--- config.mk ---
export PLATFORM = sky130hd
export DESIGN_NAME = box_outline_overlay_top_flat
export DESIGN_NICKNAME = d
export VERILOG_FILES = /design/src/rtl/bov_pkg.sv /design/src/rtl/bov_if.sv /design/src/rtl/box_outline_overlay_top.sv /design/src/rtl/bov_cfg.sv /design/src/rtl/bov_front.sv /design/src/rtl/bov_queue.sv /design/src/rtl/bov_back.sv /design/src/flat_wrapper.sv
export SDC_FILE = /design/constraint.sdc
export NUM_CORES = 1
export LEC_CHECK = 0
export BUFFER_PORTS_ARGS = -buffer_cell sky130_fd_sc_hd__buf_2
export CORE_MARGIN = 10
export CORE_UTILIZATION = 62
export CTS_CLUSTER_SIZE = 14
export DETAILED_ROUTE_END_ITERATION = 8
export PLACE_DENSITY = 0.83
export SYNTH_ARGS = -nofsm -noshare
export SYNTH_HDL_FRONTEND = slang
export SYNTH_SLANG_ARGS = --single-unit
--- constraint.sdc ---
create_clock -name clk_i -period 5.6 [get_ports clk_i]
set_clock_uncertainty 0.1 [all_clocks]
set_input_delay 1.12 -clock clk_i [delete_from_list [all_inputs] [get_ports clk_i]]
set_output_delay 1.12 -clock clk_i [all_outputs]
set_load 0.03 [all_outputs]
--- src/rtl/bov_pkg.sv ---
// ----------------------------------------------------------------------------
// bov_pkg: shared types and constants for the box outline overlay
// Register indexes, channel payloads, queue entry and fixed constants.
// ----------------------------------------------------------------------------
package bov_pkg;

  // Configuration channel widths
  localparam int unsigned CFG_IDX_W  = 8;
  localparam int unsigned CFG_DATA_W = 32;

  // Cycles from a register write until the derived box geometry is settled
  localparam int unsigned GEO_LAT = 4;

  // Entries in the queue between classifier and writer
  localparam int unsigned Q_DEPTH = 2;

  // floor(s / 3) == (s * MEAN_MUL) >> MEAN_SHIFT for every s up to 765
  localparam int unsigned MEAN_MUL   = 683;
  localparam int unsigned MEAN_SHIFT = 11;

  typedef enum logic [CFG_IDX_W-1:0] {
    REG_CORNER_A_X   = 8'd0,
    REG_CORNER_A_Y   = 8'd1,
    REG_CORNER_B_X   = 8'd2,
    REG_CORNER_B_Y   = 8'd3,
    REG_BOX_COLOR    = 8'd4,
    REG_LINE_WIDTH   = 8'd5,
    REG_FRAME_WIDTH  = 8'd6,
    REG_FRAME_HEIGHT = 8'd7
  } reg_idx_e;

  // Input pixel
  typedef struct packed {
    logic       start_of_frame;
    logic [7:0] chan0;
    logic [7:0] chan1;
    logic [7:0] chan2;
  } pix_t;

  // Output pixel
  typedef struct packed {
    logic [7:0] out_chan0;
    logic [7:0] out_chan1;
    logic [7:0] out_chan2;
    logic       on_box;
    logic       end_of_frame;
  } res_t;

  // Configuration register file
  typedef struct packed {
    logic signed [15:0] corner_a_x;
    logic signed [15:0] corner_a_y;
    logic signed [15:0] corner_b_x;
    logic signed [15:0] corner_b_y;
    logic [23:0]        box_color;
    logic [7:0]         line_width;
    logic [12:0]        frame_width;
    logic [12:0]        frame_height;
  } cfg_t;

  localparam cfg_t CFG_RESET = '{
    corner_a_x:   16'sd0,
    corner_a_y:   16'sd0,
    corner_b_x:   16'sd0,
    corner_b_y:   16'sd0,
    box_color:    24'd0,
    line_width:   8'd1,
    frame_width:  13'd640,
    frame_height: 13'd480
  };

  // Classified pixel waiting for the writer
  typedef struct packed {
    logic       hit;
    logic       eof;
    logic [7:0] chan0;
    logic [7:0] chan1;
    logic [7:0] chan2;
  } qent_t;

endpackage

--- src/rtl/bov_if.sv ---
// ----------------------------------------------------------------------------
// bov_if: valid/ready channel interfaces
// Pixel input, pixel output and configuration write channels.
// ----------------------------------------------------------------------------
interface bov_pix_if;
  logic          valid;
  logic          ready;
  bov_pkg::pix_t data;

  modport source (output valid, output data, input ready);
  modport sink   (input valid, input data, output ready);
endinterface

interface bov_res_if;
  logic          valid;
  logic          ready;
  bov_pkg::res_t data;

  modport source (output valid, output data, input ready);
  modport sink   (input valid, input data, output ready);
endinterface

interface bov_cfg_if;
  logic                             valid;
  logic                             ready;
  logic [bov_pkg::CFG_IDX_W-1:0]    index;
  logic [bov_pkg::CFG_DATA_W-1:0]   data;

  modport source (output valid, output index, output data, input ready);
  modport sink   (input valid, input index, input data, output ready);
endinterface

--- src/rtl/box_outline_overlay_top.sv ---
// ----------------------------------------------------------------------------
// box_outline_overlay_top: rectangular outline overlay on a pixel stream
// Classifies raster pixels against a clamped box outline and replaces the
// pixels on its bands with the box colour, or its gray level for one channel.
//
//   Channel   Dir   Handshake       Payload
//   cfg_i     in    valid / ready   index, data (register write)
//   pix_i     in    valid / ready   start_of_frame, chan0..chan2
//   res_o     out   valid / ready   out_chan0..out_chan2, on_box, end_of_frame
//
// One pixel per clock sustained; results pass through a two-entry queue and the
// output register. After reset and after each register write, pix_i.ready stays
// low while the box geometry pipeline settles. A stalled output fills the queue,
// then drops pix_i.ready.
// ----------------------------------------------------------------------------
module box_outline_overlay_top #(
  parameter int unsigned MAX_WIDTH  = 4096,
  parameter int unsigned MAX_HEIGHT = 4096,
  parameter int unsigned CHANNELS   = 3
) (
  input  logic      clk_i,
  input  logic      rst_ni,
  bov_cfg_if.sink   cfg_i,
  bov_pix_if.sink   pix_i,
  bov_res_if.source res_o
);
  import bov_pkg::*;

  cfg_t       regs;
  logic       busy;
  logic [7:0] gray;
  logic       push, full, pop, empty;
  qent_t      ent_in, ent_out;

  bov_cfg u_cfg (
    .clk_i  (clk_i),
    .rst_ni (rst_ni),
    .cfg_i  (cfg_i),
    .regs_o (regs),
    .busy_o (busy),
    .gray_o (gray)
  );

  bov_front #(
    .MAX_WIDTH  (MAX_WIDTH),
    .MAX_HEIGHT (MAX_HEIGHT),
    .CHANNELS   (CHANNELS)
  ) u_front (
    .clk_i    (clk_i),
    .rst_ni   (rst_ni),
    .pix_i    (pix_i),
    .regs_i   (regs),
    .busy_i   (busy),
    .q_full_i (full),
    .push_o   (push),
    .ent_o    (ent_in)
  );

  bov_queue u_queue (
    .clk_i   (clk_i),
    .rst_ni  (rst_ni),
    .push_i  (push),
    .ent_i   (ent_in),
    .full_o  (full),
    .pop_i   (pop),
    .empty_o (empty),
    .ent_o   (ent_out)
  );

  bov_back #(
    .CHANNELS (CHANNELS)
  ) u_back (
    .clk_i   (clk_i),
    .rst_ni  (rst_ni),
    .empty_i (empty),
    .ent_i   (ent_out),
    .pop_o   (pop),
    .regs_i  (regs),
    .gray_i  (gray),
    .res_o   (res_o)
  );

endmodule

--- src/rtl/bov_cfg.sv ---
// ----------------------------------------------------------------------------
// bov_cfg: configuration register file
// Holds the box registers, derives the gray level of the box colour and
// flags the settling window after each register write.
// ----------------------------------------------------------------------------
module bov_cfg (
  input  logic          clk_i,
  input  logic          rst_ni,
  bov_cfg_if.sink       cfg_i,
  output bov_pkg::cfg_t regs_o,
  output logic          busy_o,
  output logic [7:0]    gray_o
);
  import bov_pkg::*;

  localparam int unsigned CNT_W = $clog2(GEO_LAT + 1);

  cfg_t             regs_q, regs_d;
  logic [CNT_W-1:0] busy_cnt_q, busy_cnt_d;
  logic [9:0]       sum_q;
  logic [19:0]      prod_q;
  logic             wr;

  assign cfg_i.ready = 1'b1;
  assign wr          = cfg_i.valid & cfg_i.ready;

  // Decode register writes
  always_comb begin
    regs_d = regs_q;
    if (wr) begin
      case (reg_idx_e'(cfg_i.index))
        REG_CORNER_A_X:   regs_d.corner_a_x   = cfg_i.data[15:0];
        REG_CORNER_A_Y:   regs_d.corner_a_y   = cfg_i.data[15:0];
        REG_CORNER_B_X:   regs_d.corner_b_x   = cfg_i.data[15:0];
        REG_CORNER_B_Y:   regs_d.corner_b_y   = cfg_i.data[15:0];
        REG_BOX_COLOR:    regs_d.box_color    = cfg_i.data[23:0];
        REG_LINE_WIDTH:   regs_d.line_width   = cfg_i.data[7:0];
        REG_FRAME_WIDTH:  regs_d.frame_width  = cfg_i.data[12:0];
        REG_FRAME_HEIGHT: regs_d.frame_height = cfg_i.data[12:0];
        default: ;
      endcase
    end
  end

  // Reload the settling counter on every write, count down otherwise
  always_comb begin
    busy_cnt_d = busy_cnt_q;
    if (wr) begin
      busy_cnt_d = CNT_W'(GEO_LAT);
    end else if (busy_cnt_q != '0) begin
      busy_cnt_d = busy_cnt_q - 1'b1;
    end
  end

  always_ff @(posedge clk_i or negedge rst_ni) begin
    if (!rst_ni) begin
      regs_q     <= CFG_RESET;
      busy_cnt_q <= CNT_W'(GEO_LAT);
    end else begin
      regs_q     <= regs_d;
      busy_cnt_q <= busy_cnt_d;
    end
  end

  // Gray level: byte sum, then divide by three through a reciprocal
  always_ff @(posedge clk_i) begin
    sum_q  <= {2'b00, regs_q.box_color[7:0]} + {2'b00, regs_q.box_color[15:8]}
            + {2'b00, regs_q.box_color[23:16]};
    prod_q <= 20'(sum_q) * 20'(MEAN_MUL);
  end

  assign regs_o = regs_q;
  assign busy_o = (busy_cnt_q != '0);
  assign gray_o = prod_q[MEAN_SHIFT +: 8];

endmodule

--- src/rtl/bov_front.sv ---
// ----------------------------------------------------------------------------
// bov_front: pixel classifier
// Tracks the raster position, derives the clamped box geometry from the
// registers and marks each accepted pixel as on or off the outline.
// ----------------------------------------------------------------------------
module bov_front #(
  parameter int unsigned MAX_WIDTH  = 4096,
  parameter int unsigned MAX_HEIGHT = 4096,
  parameter int unsigned CHANNELS   = 3
) (
  input  logic           clk_i,
  input  logic           rst_ni,
  bov_pix_if.sink        pix_i,
  input  bov_pkg::cfg_t  regs_i,
  input  logic           busy_i,
  input  logic           q_full_i,
  output logic           push_o,
  output bov_pkg::qent_t ent_o
);
  import bov_pkg::*;

  localparam int unsigned CW = $clog2(MAX_WIDTH);
  localparam int unsigned RW = $clog2(MAX_HEIGHT);
  localparam int unsigned WW = $clog2(MAX_WIDTH + 1);
  localparam int unsigned HW = $clog2(MAX_HEIGHT + 1);
  localparam int unsigned XW = CW + 8;
  localparam int unsigned YW = RW + 8;

  // Clamp a signed corner into 0 .. lim-1
  function automatic logic [31:0] clamp_to(logic signed [15:0] v, logic [31:0] lim);
    logic [31:0] vu;
    logic [31:0] res;
    vu = {17'b0, v[14:0]};
    if (v[15]) begin
      res = '0;
    end else if (vu >= lim) begin
      res = lim - 32'd1;
    end else begin
      res = vu;
    end
    return res;
  endfunction

  // Geometry stage A: effective sizes and line width
  logic [WW-1:0] w_a_q;
  logic [HW-1:0] h_a_q;
  logic [7:0]    lw_a_q;
  // Stage B: clamped corners
  logic [CW-1:0] ax_b_q, bx_b_q;
  logic [RW-1:0] ay_b_q, by_b_q;
  // Stage C: sorted corners
  logic [CW-1:0] x1_c_q, x2_c_q;
  logic [RW-1:0] y1_c_q, y2_c_q;
  // Stage D: band ends and last positions
  logic [XW-1:0] x1e_q, x2e_q;
  logic [YW-1:0] y1e_q, y2e_q;
  logic [RW-1:0] yr_q;
  logic [CW-1:0] wm1_q;
  logic [RW-1:0] hm1_q;

  logic [31:0]   fw32, fh32;
  logic [YW-1:0] ysum, hlim;

  always_comb begin
    fw32 = 32'(regs_i.frame_width);
    fh32 = 32'(regs_i.frame_height);
    ysum = YW'(y2_c_q) + YW'(lw_a_q) - YW'(1);
    hlim = YW'(h_a_q) - YW'(1);
  end

  // Geometry pipeline, settles within the busy window after a write
  always_ff @(posedge clk_i) begin
    w_a_q  <= (fw32 == 32'd0) ? WW'(1) :
              ((fw32 > MAX_WIDTH) ? WW'(MAX_WIDTH) : WW'(regs_i.frame_width));
    h_a_q  <= (fh32 == 32'd0) ? HW'(1) :
              ((fh32 > MAX_HEIGHT) ? HW'(MAX_HEIGHT) : HW'(regs_i.frame_height));
    lw_a_q <= (regs_i.line_width == 8'd0) ? 8'd1 : regs_i.line_width;

    ax_b_q <= CW'(clamp_to(regs_i.corner_a_x, 32'(w_a_q)));
    bx_b_q <= CW'(clamp_to(regs_i.corner_b_x, 32'(w_a_q)));
    ay_b_q <= RW'(clamp_to(regs_i.corner_a_y, 32'(h_a_q)));
    by_b_q <= RW'(clamp_to(regs_i.corner_b_y, 32'(h_a_q)));

    x1_c_q <= (ax_b_q > bx_b_q) ? bx_b_q : ax_b_q;
    x2_c_q <= (ax_b_q > bx_b_q) ? ax_b_q : bx_b_q;
    y1_c_q <= (ay_b_q > by_b_q) ? by_b_q : ay_b_q;
    y2_c_q <= (ay_b_q > by_b_q) ? ay_b_q : by_b_q;

    x1e_q  <= XW'(x1_c_q) + XW'(lw_a_q);
    x2e_q  <= XW'(x2_c_q) + XW'(lw_a_q);
    y1e_q  <= YW'(y1_c_q) + YW'(lw_a_q);
    y2e_q  <= YW'(y2_c_q) + YW'(lw_a_q);
    yr_q   <= RW'((ysum > hlim) ? hlim : ysum);
    wm1_q  <= CW'(w_a_q - 1'b1);
    hm1_q  <= RW'(h_a_q - 1'b1);
  end

  // Raster position of the next pixel
  logic [CW-1:0] col_q, col_d, c;
  logic [RW-1:0] row_q, row_d, r;
  logic          accept, col_last, row_last;
  logic [XW-1:0] cx;
  logic [YW-1:0] ry;
  logic          in_x, c_lt_w, r_lt_h, band_tb, band_l, band_r, hit;

  assign pix_i.ready = !q_full_i && !busy_i;
  assign accept      = pix_i.valid && pix_i.ready;

  // Classify the current pixel against the four bands
  always_comb begin
    c        = pix_i.data.start_of_frame ? '0 : col_q;
    r        = pix_i.data.start_of_frame ? '0 : row_q;
    cx       = XW'(c);
    ry       = YW'(r);
    in_x     = (cx >= XW'(x1_c_q)) && (cx <= XW'(x2_c_q));
    c_lt_w   = cx < XW'(w_a_q);
    r_lt_h   = ry < YW'(h_a_q);
    band_tb  = in_x && r_lt_h &&
               (((ry >= YW'(y1_c_q)) && (ry < y1e_q)) ||
                ((ry >= YW'(y2_c_q)) && (ry < y2e_q)));
    band_l   = c_lt_w && (r >= y1_c_q) && (r <= y2_c_q) &&
               (c >= x1_c_q) && (cx < x1e_q);
    band_r   = c_lt_w && (r >= y1_c_q) && (r <= yr_q) &&
               (c >= x2_c_q) && (cx < x2e_q);
    hit      = ((CHANNELS == 1) || (CHANNELS == 3)) && (band_tb || band_l || band_r);
    col_last = c >= wm1_q;
    row_last = r >= hm1_q;
  end

  // Advance the position on every transfer
  always_comb begin
    col_d = col_q;
    row_d = row_q;
    if (accept) begin
      if (col_last) begin
        col_d = '0;
        row_d = row_last ? '0 : RW'(r + 1'b1);
      end else begin
        col_d = CW'(c + 1'b1);
        row_d = r;
      end
    end
  end

  always_ff @(posedge clk_i or negedge rst_ni) begin
    if (!rst_ni) begin
      col_q <= '0;
      row_q <= '0;
    end else begin
      col_q <= col_d;
      row_q <= row_d;
    end
  end

  assign push_o      = accept;
  assign ent_o.hit   = hit;
  assign ent_o.eof   = col_last && row_last;
  assign ent_o.chan0 = pix_i.data.chan0;
  assign ent_o.chan1 = pix_i.data.chan1;
  assign ent_o.chan2 = pix_i.data.chan2;

  a_no_accept_busy: assert property (@(posedge clk_i) disable iff (!rst_ni)
    busy_i |-> !pix_i.ready)
    else $error("pixel taken while box geometry settles");

  a_col_step: assert property (@(posedge clk_i) disable iff (!rst_ni)
    (accept && !col_last) |=> (col_q == CW'($past(c) + 1'b1)))
    else $error("column did not advance by one");

  a_eof_wrap: assert property (@(posedge clk_i) disable iff (!rst_ni)
    (accept && col_last && row_last) |=> (col_q == '0 && row_q == '0))
    else $error("position did not wrap after last pixel");

endmodule

--- src/rtl/bov_queue.sv ---
// ----------------------------------------------------------------------------
// bov_queue: short queue of classified pixels
// Decouples the classifier from the output writer.
// ----------------------------------------------------------------------------
module bov_queue (
  input  logic           clk_i,
  input  logic           rst_ni,
  input  logic           push_i,
  input  bov_pkg::qent_t ent_i,
  output logic           full_o,
  input  logic           pop_i,
  output logic           empty_o,
  output bov_pkg::qent_t ent_o
);
  import bov_pkg::*;

  localparam int unsigned PW = (Q_DEPTH > 1) ? $clog2(Q_DEPTH) : 1;
  localparam int unsigned NW = $clog2(Q_DEPTH + 1);

  qent_t         slot_q [Q_DEPTH];
  logic [PW-1:0] wr_ptr_q, rd_ptr_q;
  logic [NW-1:0] cnt_q;

  assign full_o  = (cnt_q == NW'(Q_DEPTH));
  assign empty_o = (cnt_q == '0);
  assign ent_o   = slot_q[rd_ptr_q];

  // Store pushed entries
  always_ff @(posedge clk_i) begin
    if (push_i) begin
      slot_q[wr_ptr_q] <= ent_i;
    end
  end

  // Advance pointers and occupancy
  always_ff @(posedge clk_i or negedge rst_ni) begin
    if (!rst_ni) begin
      wr_ptr_q <= '0;
      rd_ptr_q <= '0;
      cnt_q    <= '0;
    end else begin
      if (push_i) begin
        wr_ptr_q <= (wr_ptr_q == PW'(Q_DEPTH - 1)) ? '0 : wr_ptr_q + 1'b1;
      end
      if (pop_i) begin
        rd_ptr_q <= (rd_ptr_q == PW'(Q_DEPTH - 1)) ? '0 : rd_ptr_q + 1'b1;
      end
      if (push_i && !pop_i) begin
        cnt_q <= cnt_q + 1'b1;
      end else if (pop_i && !push_i) begin
        cnt_q <= cnt_q - 1'b1;
      end
    end
  end

  a_no_overflow: assert property (@(posedge clk_i) disable iff (!rst_ni)
    push_i |-> !full_o)
    else $error("push into full queue");

  a_no_underflow: assert property (@(posedge clk_i) disable iff (!rst_ni)
    pop_i |-> !empty_o)
    else $error("pop from empty queue");

endmodule

--- src/rtl/bov_back.sv ---
// ----------------------------------------------------------------------------
// bov_back: output writer
// Paints classified pixels with the box colour or its gray level and holds them
// in the output register until the sink takes them.
// ----------------------------------------------------------------------------
module bov_back #(
  parameter int unsigned CHANNELS = 3
) (
  input  logic           clk_i,
  input  logic           rst_ni,
  input  logic           empty_i,
  input  bov_pkg::qent_t ent_i,
  output logic           pop_o,
  input  bov_pkg::cfg_t  regs_i,
  input  logic [7:0]     gray_i,
  bov_res_if.source      res_o
);
  import bov_pkg::*;

  logic out_valid_q, out_valid_d;
  res_t res_q, res_d;

  // Take a new entry when the output register is free or being drained
  assign pop_o = !empty_i && (!out_valid_q || res_o.ready);

  // Paint the pixel and blank unused channels
  always_comb begin
    res_d.out_chan0    = ent_i.chan0;
    res_d.out_chan1    = ent_i.chan1;
    res_d.out_chan2    = ent_i.chan2;
    res_d.on_box       = ent_i.hit;
    res_d.end_of_frame = ent_i.eof;
    if (ent_i.hit) begin
      if (CHANNELS == 1) begin
        res_d.out_chan0 = gray_i;
      end else begin
        res_d.out_chan0 = regs_i.box_color[7:0];
        res_d.out_chan1 = regs_i.box_color[15:8];
        res_d.out_chan2 = regs_i.box_color[23:16];
      end
    end
    if (CHANNELS < 2) begin
      res_d.out_chan1 = 8'd0;
    end
    if (CHANNELS < 3) begin
      res_d.out_chan2 = 8'd0;
    end
  end

  // Hold the result until transferred
  always_comb begin
    out_valid_d = out_valid_q;
    if (pop_o) begin
      out_valid_d = 1'b1;
    end else if (res_o.ready) begin
      out_valid_d = 1'b0;
    end
  end

  always_ff @(posedge clk_i or negedge rst_ni) begin
    if (!rst_ni) begin
      out_valid_q <= 1'b0;
    end else begin
      out_valid_q <= out_valid_d;
    end
  end

  always_ff @(posedge clk_i) begin
    if (pop_o) begin
      res_q <= res_d;
    end
  end

  assign res_o.valid = out_valid_q;
  assign res_o.data  = res_q;

endmodule
--- src/flat_wrapper.sv ---
// flat-port wrapper written by rule: the top's interface ports become plain ports
module box_outline_overlay_top_flat import bov_pkg::*;
#(
  parameter int unsigned MAX_WIDTH  = 4096,
  parameter int unsigned MAX_HEIGHT = 4096,
  parameter int unsigned CHANNELS   = 3
)
  (clk_i, rst_ni, cfg_i_valid, cfg_i_index, cfg_i_data, cfg_i_ready, pix_i_valid, pix_i_data, pix_i_ready, res_o_valid, res_o_data, res_o_ready);
  bov_cfg_if cfg_i_i ();
  bov_pix_if pix_i_i ();
  bov_res_if res_o_i ();
  input  logic clk_i;
  input  logic rst_ni;
  input wire logic [$bits(cfg_i_i.valid)-1:0] cfg_i_valid;
  input wire logic [$bits(cfg_i_i.index)-1:0] cfg_i_index;
  input wire logic [$bits(cfg_i_i.data)-1:0] cfg_i_data;
  output wire logic [$bits(cfg_i_i.ready)-1:0] cfg_i_ready;
  input wire logic [$bits(pix_i_i.valid)-1:0] pix_i_valid;
  input wire logic [$bits(pix_i_i.data)-1:0] pix_i_data;
  output wire logic [$bits(pix_i_i.ready)-1:0] pix_i_ready;
  output wire logic [$bits(res_o_i.valid)-1:0] res_o_valid;
  output wire logic [$bits(res_o_i.data)-1:0] res_o_data;
  input wire logic [$bits(res_o_i.ready)-1:0] res_o_ready;
  assign cfg_i_i.valid = cfg_i_valid;
  assign cfg_i_i.index = cfg_i_index;
  assign cfg_i_i.data = cfg_i_data;
  assign cfg_i_ready = cfg_i_i.ready;
  assign pix_i_i.valid = pix_i_valid;
  assign pix_i_i.data = pix_i_data;
  assign pix_i_ready = pix_i_i.ready;
  assign res_o_valid = res_o_i.valid;
  assign res_o_data = res_o_i.data;
  assign res_o_i.ready = res_o_ready;
  box_outline_overlay_top #(.MAX_WIDTH(MAX_WIDTH), .MAX_HEIGHT(MAX_HEIGHT), .CHANNELS(CHANNELS)) u_core (.clk_i(clk_i), .rst_ni(rst_ni), .cfg_i(cfg_i_i), .pix_i(pix_i_i), .res_o(res_o_i));
endmodule
== Word level (Yosys, flattened, before mapping) ==
Memories as Yosys holds them, arrays and structs flattened.
Cells that the tools add are included.

* $add $sub $neg: 17
* Reductions and logical operators: 47
* Order comparisons: 26
* Equality and inequality tests: 8
* Multiplexer cells: 27

{| class="wikitable"
|+ Operators with widths
! operator !! number
|-
| 2-to-1 mux 12 bit || 14
|-
| greater-or-equal comparator 12 bit || 8
|-
| less-than comparator 12 x 13 -> 1 bit || 5
|-
| zero test 32 bit || 2
|-
| greater-or-equal comparator 15 x 13 -> 1 bit || 4
|-
| adder 12 x 8 -> 13 bit || 4
|-
| subtractor 12 x 1 -> 12 bit, second input constant || 4
|-
| <= comparator 12 bit || 3
|-
| == test 8 x 3 -> 1 bit, second input constant || 4
|-
| subtractor 13 x 1 -> 14 bit, second input constant || 2
|-
| greater-than comparator 13 bit, second input constant || 2
|-
| 2-to-1 mux 13 bit || 2
|-
| adder 12 x 1 -> 12 bit, second input constant || 2
|-
| greater-than comparator 12 bit || 2
|-
| 2-to-1 mux 24 bit || 1
|-
| greater-than comparator 20 bit || 1
|-
| less-than comparator 12 x 20 -> 1 bit || 1
|-
| logical AND 1 bit || 18
|-
| == test 8 x 2 -> 1 bit, second input constant || 2
|-
| zero test 8 bit || 2
|-
| AND reduction 2 bit || 8
|-
| == test 8 x 1 -> 1 bit, second input constant || 1
|-
| zero test 1 bit || 6
|-
| 2-to-1 mux 1 bit || 6
|-
| 12 further kinds || 21
|}

* Register bits after elaboration: 405
* Bits in writable memories: 52
* Input port bits: 70
* Output and inout bits: 29
* Logic and storage cells: 166
* Memories kept: 1

{| class="wikitable"
|+ Memories
! name !! words !! bits a word !! rd ports !! clocked after memory_dff !! write ports !! RTL line !! source
|-
| u_core.u_queue.slot_q || 2 || 26 || 1 || 0 || 1 || bov_queue.sv:20 || <nowiki>qent_t slot_q [Q_DEPTH];</nowiki>
|}

== Longest topological paths before layout ==
* Depth in word-level cells: 8
* Depth in mapped cells: 19
* Depth with buffers taken out: 18

== By module ==
From an unflattened synthesis, not the netlist that was laid out.

* Cells, all modules: 2510
* Area total of the unflattened synthesis: 26686.8 um^2

{| class="wikitable"
|+ Modules (own cells, without submodules)
! module !! sequential area each (um^2) !! cells each !! area each (um^2) !! times used
|-
| bov_front || 4964.8 || 1821 || 16054.1 || 1
|-
| bov_cfg || 3498.4 || 534 || 7249.5 || 1
|-
| bov_queue || 1661.6 || 97 || 2163.3 || 1
|-
| bov_back || 805.8 || 58 || 1219.9 || 1
|}

== Worst setup path after synthesis ==
Ideal clock, no wire load.

* Kind: register to register
* Start point: reg u_core.u_front.lw_a_q[1]
* End point: reg u_core.u_front.yr_q[2]
* Setup time: 0.121 ns
* Stages on the path, launching flop included: 17
* Clock period less this slack: 4.569 ns
* Setup slack: 1.031 ns
* Required time: 5.379 ns
* Arrival: 4.348 ns
* Path buffers: 1
* Path through: dfxtp_1 inv_1 fa_1 nor2b_1 o22ai_1 xnor2_1 nor3_1 or4b_4 xnor2_2 ha_1 a21o_1 a21o_1 a21o_1 a2111oi_0 or2_2 buf_2 mux2_2

* Longest elaborated chain between the ends: 4

{| class="wikitable"
|+ RTL lines
! what !! RTL line !! source
|-
| from (decl) || bov_front.sv:47 || <nowiki>logic [7:0] lw_a_q;</nowiki>
|-
| from (signal assigned) || bov_front.sv:77 || <nowiki>lw_a_q <= (regs_i.line_width == 8'd0) ? 8'd1 : regs_i.line_width;</nowiki>
|-
| adder 12 x 8 -> 13 bit (*) || bov_front.sv:67 || <nowiki>ysum = YW'(y2_c_q) + YW'(lw_a_q) - YW'(1);</nowiki>
|-
| subtractor 13 x 1 -> 14 bit (*) || bov_front.sv:67 ||
|-
| greater-than comparator 20 bit || bov_front.sv:93 || <nowiki>yr_q <= RW'((ysum > hlim) ? hlim : ysum);</nowiki>
|-
| 2-to-1 mux 12 bit (*) || bov_front.sv:93 ||
|-
| to (signal assigned) || bov_front.sv:93 ||
|-
| to (decl) || bov_front.sv:57 || <nowiki>logic [RW-1:0] yr_q;</nowiki>
|}

Every way passes the cells marked *; elsewhere a longest branch is shown, timed or not.
A chain may end at the register's enable or synchronous reset.

== Final worst setup path ==
* Start point: reg u_core.u_front.lw_a_q[1]
* End point: reg u_core.u_front.yr_q[8]

The elaborated chain is that of the path after synthesis.

==> impl_metrics.json <==
{
  "outcome": "completed",
  "finalSetupViolCount": 0,
  "cp-start-kind": "flip-flop",
  "holdWs_ns": 0.3209,
  "cp-end-kind": "flip-flop",
  "finalCritPeriodShare": 0.9141,
  "rsz0062_at_grt": "no",
  "min_from": "u_core.u_cfg.regs_o[28]",
  "ff2ff_path_depth": 15,
  "insertion_delay_ns": 0.56,
  "worstMarginPinSlew_ns": 1.374,
  "powerDensity_nw_per_um2": 493.2,
  "io_buffers": 89,
  "gr-total-overflow": 0,
  "p_clk_frac": 0.236,
  "syn-cell-area_um2": 23700,
  "via_per_inst": 6.091,
  "cts_resized": 0,
  "place_ws_ns": 0.5469,
  "p_seq_frac": 0.367,
  "finalMaxSlewViolations": 0,
  "globalplace.congestion": 0.9544,
  "p_leak_uw": 0.01244,
  "p_int_uw": 8199,
  "htreeDepth": 2,
  "r2r_end": "u_core.u_front.yr_q[8]",
  "whs_path_depth": 0,
  "ys_ff_latch": 450,
  "grt_max_degree": 67,
  "grt_pass1_wl_mm": 97.59,
  "nets": 2713,
  "ys_warn_count": 0,
  "dieArea_um2": 46450,
  "fin_crit_ns": 5.119,
  "crit_path_start": "u_core.u_front.lw_a_q[1]",
  "synth_flop_cell": "dfxtp_1",
  "peakVddDrop_v": 0.0003494,
  "clk_pin_slew_ns": 0.07,
  "fmax_ghz": 0.1954,
  "track_usage": 0.2580,
  "critPathRequiredTime_ns": 5.96,
  "syn-instance-count": 2263,
  "synth_edf_count": 78,
  "critPathKind": "flip-flop to flip-flop",
  "hold_violations": 0,
  "synth.avg_cell_area_um2": 10.47,
  "p_sw_uw": 4762,
  "core-area_um2": 37670,
  "cp.arrival_ns": 5.47,
  "worst_hold_path.endpoint": "u_core.u_front.lw_a_q[2]",
  "final_cell_area_um2": 26280,
  "area_delta_synth_final_pct": 10.88,
  "chipHeight_um": 215.5,
  "max_cap_viol_count": 0,
  "synthArstFlopShare": 0.3422,
  "cts_root_buf": "clkbuf_16",
  "clkSinkCount": 450,
  "antenna_found_initial": 3,
  "final_cell_mix": "ha_1 (281), inv_1 (246), dfxtp_1 (218), mux2_2 (173), a21oi_1 (148)",
  "cts_setup_buffers": 0,
  "std_cell_rows": 71,
  "crit_fanout": 12,
  "vias": 17710,
  "final_common_cell": "ha_1",
  "ys_seq_area_frac": 0.4460,
  "reg2reg_slack_ns": 0.48,
  "clockBufferDepth": 3,
  "placed_area_um2": 24770,
  "io_pins": 99,
  "timing.final.ws_setup_ns": 0.4810,
  "synth_cell_types": 79,
  "post_route_cells_drive_above_1_share": 0.1649,
  "cts_hold_buf": 0,
  "dr.pass1.iters": 6,
  "dp_hpwl_mm": 44.57,
  "route.detailed.drc": 0,
  "tns_ns": 0,
  "sw_frac_of_total": 0.3674,
  "drt_iter0_drc": 1380,
  "crit-reg2reg-launch": "u_core.u_front.lw_a_q[1]",
  "numCtsBuffers": 45,
  "cts_tree": "yes",
  "wl_per_cell_um": 20.75,
  "start_util": 0.6292,
  "antenna_left": 0,
  "syn-num-nets": 2618,
  "grt_pass1_vias": 18430,
  "p_comb_frac": 0.397,
  "relSlewSlack": 0.08239,
  "hp-class": "flip-flop to flip-flop",
  "drt-total-wl_mm": 60.35,
  "die_width_um": 215.5
}
routing by layer:
metal / vias to the layer above / track usage / share of wire
met3: 158 / 0.05091 / 0.076
li1: 8288 / - / -
met5: - / 0 / 0.00012
met4: 2 / 0.1042 / 0.040
met1: 8592 / 0.3156 / 0.41
met2: 672 / 0.4391 / 0.48
worst max-delay path: stages (launching register included):
cell	delay (ns)
dfxtp_1	0.47
inv_1	0.23
fa_1	0.50
nor2b_1	0.25
o22ai_1	0.15
xnor2_1	0.18
nor3_1	0.38
or4b_4	0.53
xnor2_2	0.16
ha_1	0.30
a21o_1	0.18
a21o_1	0.17
a21o_1	0.17
a2111oi_0	0.49
or2_2	0.38
mux2_2	0.38
state kept, by name (all words and copies together) (netlist names), 13 cells and up:
register	cells
u_core.u_cfg.regs_o	122
u_core.u_queue.slot_q	52
u_core.u_back.res_o.data	26
u_core.u_front.h_a_q	13
u_core.u_front.w_a_q	13
u_core.u_front.x1e_q	13
u_core.u_front.x2e_q	13
u_core.u_front.y1e_q	13
u_core.u_front.y2e_q	13
how the worst max path moves through the flow:
stage,to,cells after the start
global route,u_core.u_front.yr_q[8],15
detailed placement,u_core.u_front.yr_q[8],15
global placement,u_core.u_front.yr_q[8],15
finish,u_core.u_front.yr_q[8],15
CTS,u_core.u_front.yr_q[8],15
floorplan,u_core.u_front.yr_q[2],16
per-stage QoR:
stage	util	instances	power, µW
detailed placement	0.6576	2822	9786
floorplan	-	2263	8393
CTS	0.6975	2906	12910
global route	0.6976	2907	13780
global placement	0.6576	2822	9474
finish	0.6976	2908	12960
power groups by stage:
stage                     sequential (µW)  combinational, µW  clock [µW]
final                                4760               5150        3060
after global routing                 4840               5730        3220
after CTS                            4730               5090        3080
after detailed placement             4790               5000           0
after global placement               4750               4720           0
after floorplan                      4790               3600           0
synthesized netlist by cell type, types with 5 or more instances:
| cell type | instances | area [µm²] |
|---|---|---|
| o2111ai_1 | 10 | 87.58 |
| nand2b_1 | 29 | 181.4 |
| o21ai_0 | 84 | 420.4 |
| a21oi_1 | 148 | 740.7 |
| a21o_1 | 51 | 382.9 |
| xor2_1 | 11 | 96.34 |
| xnor2_1 | 57 | 499.2 |
| o21a_1 | 12 | 90.09 |
| dfxtp_1 | 218 | 4364 |
| buf_2 | 12 | 60.06 |
| edfxtp_1 | 78 | 2342 |
| nand3_1 | 34 | 170.2 |
| dfstp_2 | 8 | 210.2 |
| o211ai_1 | 17 | 127.6 |
| mux2_2 | 173 | 1948 |
| and3_1 | 15 | 93.84 |
| inv_1 | 246 | 923.4 |
| nand4_1 | 35 | 219.0 |
| a31oi_1 | 28 | 175.2 |
| buf_1 | 9 | 33.78 |
| and4_1 | 12 | 105.1 |
| o31ai_1 | 7 | 52.55 |
| nand2_1 | 58 | 217.7 |
| or3_1 | 5 | 31.28 |
| a2111oi_0 | 6 | 52.55 |
| nor3_1 | 89 | 445.4 |
| dfrtp_1 | 146 | 3654 |
| ha_1 | 281 | 3516 |
| clkbuf_1 | 50 | 187.7 |
| a21boi_0 | 5 | 37.54 |
| a211oi_1 | 24 | 180.2 |
| a211o_1 | 5 | 43.79 |
| o22ai_1 | 6 | 37.54 |
| and2_1 | 10 | 62.56 |
| nor2b_1 | 57 | 356.6 |
| mux2i_1 | 28 | 280.3 |
| nor2_1 | 100 | 375.4 |
| nor4_1 | 16 | 100.1 |
| or2_2 | 8 | 50.05 |
kinds of logic (layout without fill, tap and decap cells):
logic type | count (synthesis) | in the layout | share of synthesized area
AO/OA/AOI/OAI | 438 | 438 | 0.1166
XOR/XNOR | 69 | 69 | 0.02582
adder cells (fa/ha/maj) | 285 | 285 | 0.1517
buffers and inverters | 319 | 451 | 0.05147
flip-flops | 450 | 450 | 0.4460
multiplexers | 201 | 201 | 0.09402
other | 1 | 3 | 0.0001582
AND/OR/NAND/NOR | 500 | 500 | 0.1142
final cells by class:
cell class / instances / area [µm²]
Clock buffer: 69 / 1341
Clock inverter: 15 / 162.7
Fill cell: 2652 / 11390
Inverter: 246 / 923.4
Tap cell: 511 / 639.4
Sequential cell: 450 / 10570
Antenna cell: 2 / 5.005
Timing Repair Buffer: 121 / 691.9
Multi-Input combinational cell: 1494 / 11940
No activity file was read; power rests on OpenSTA's default activity.
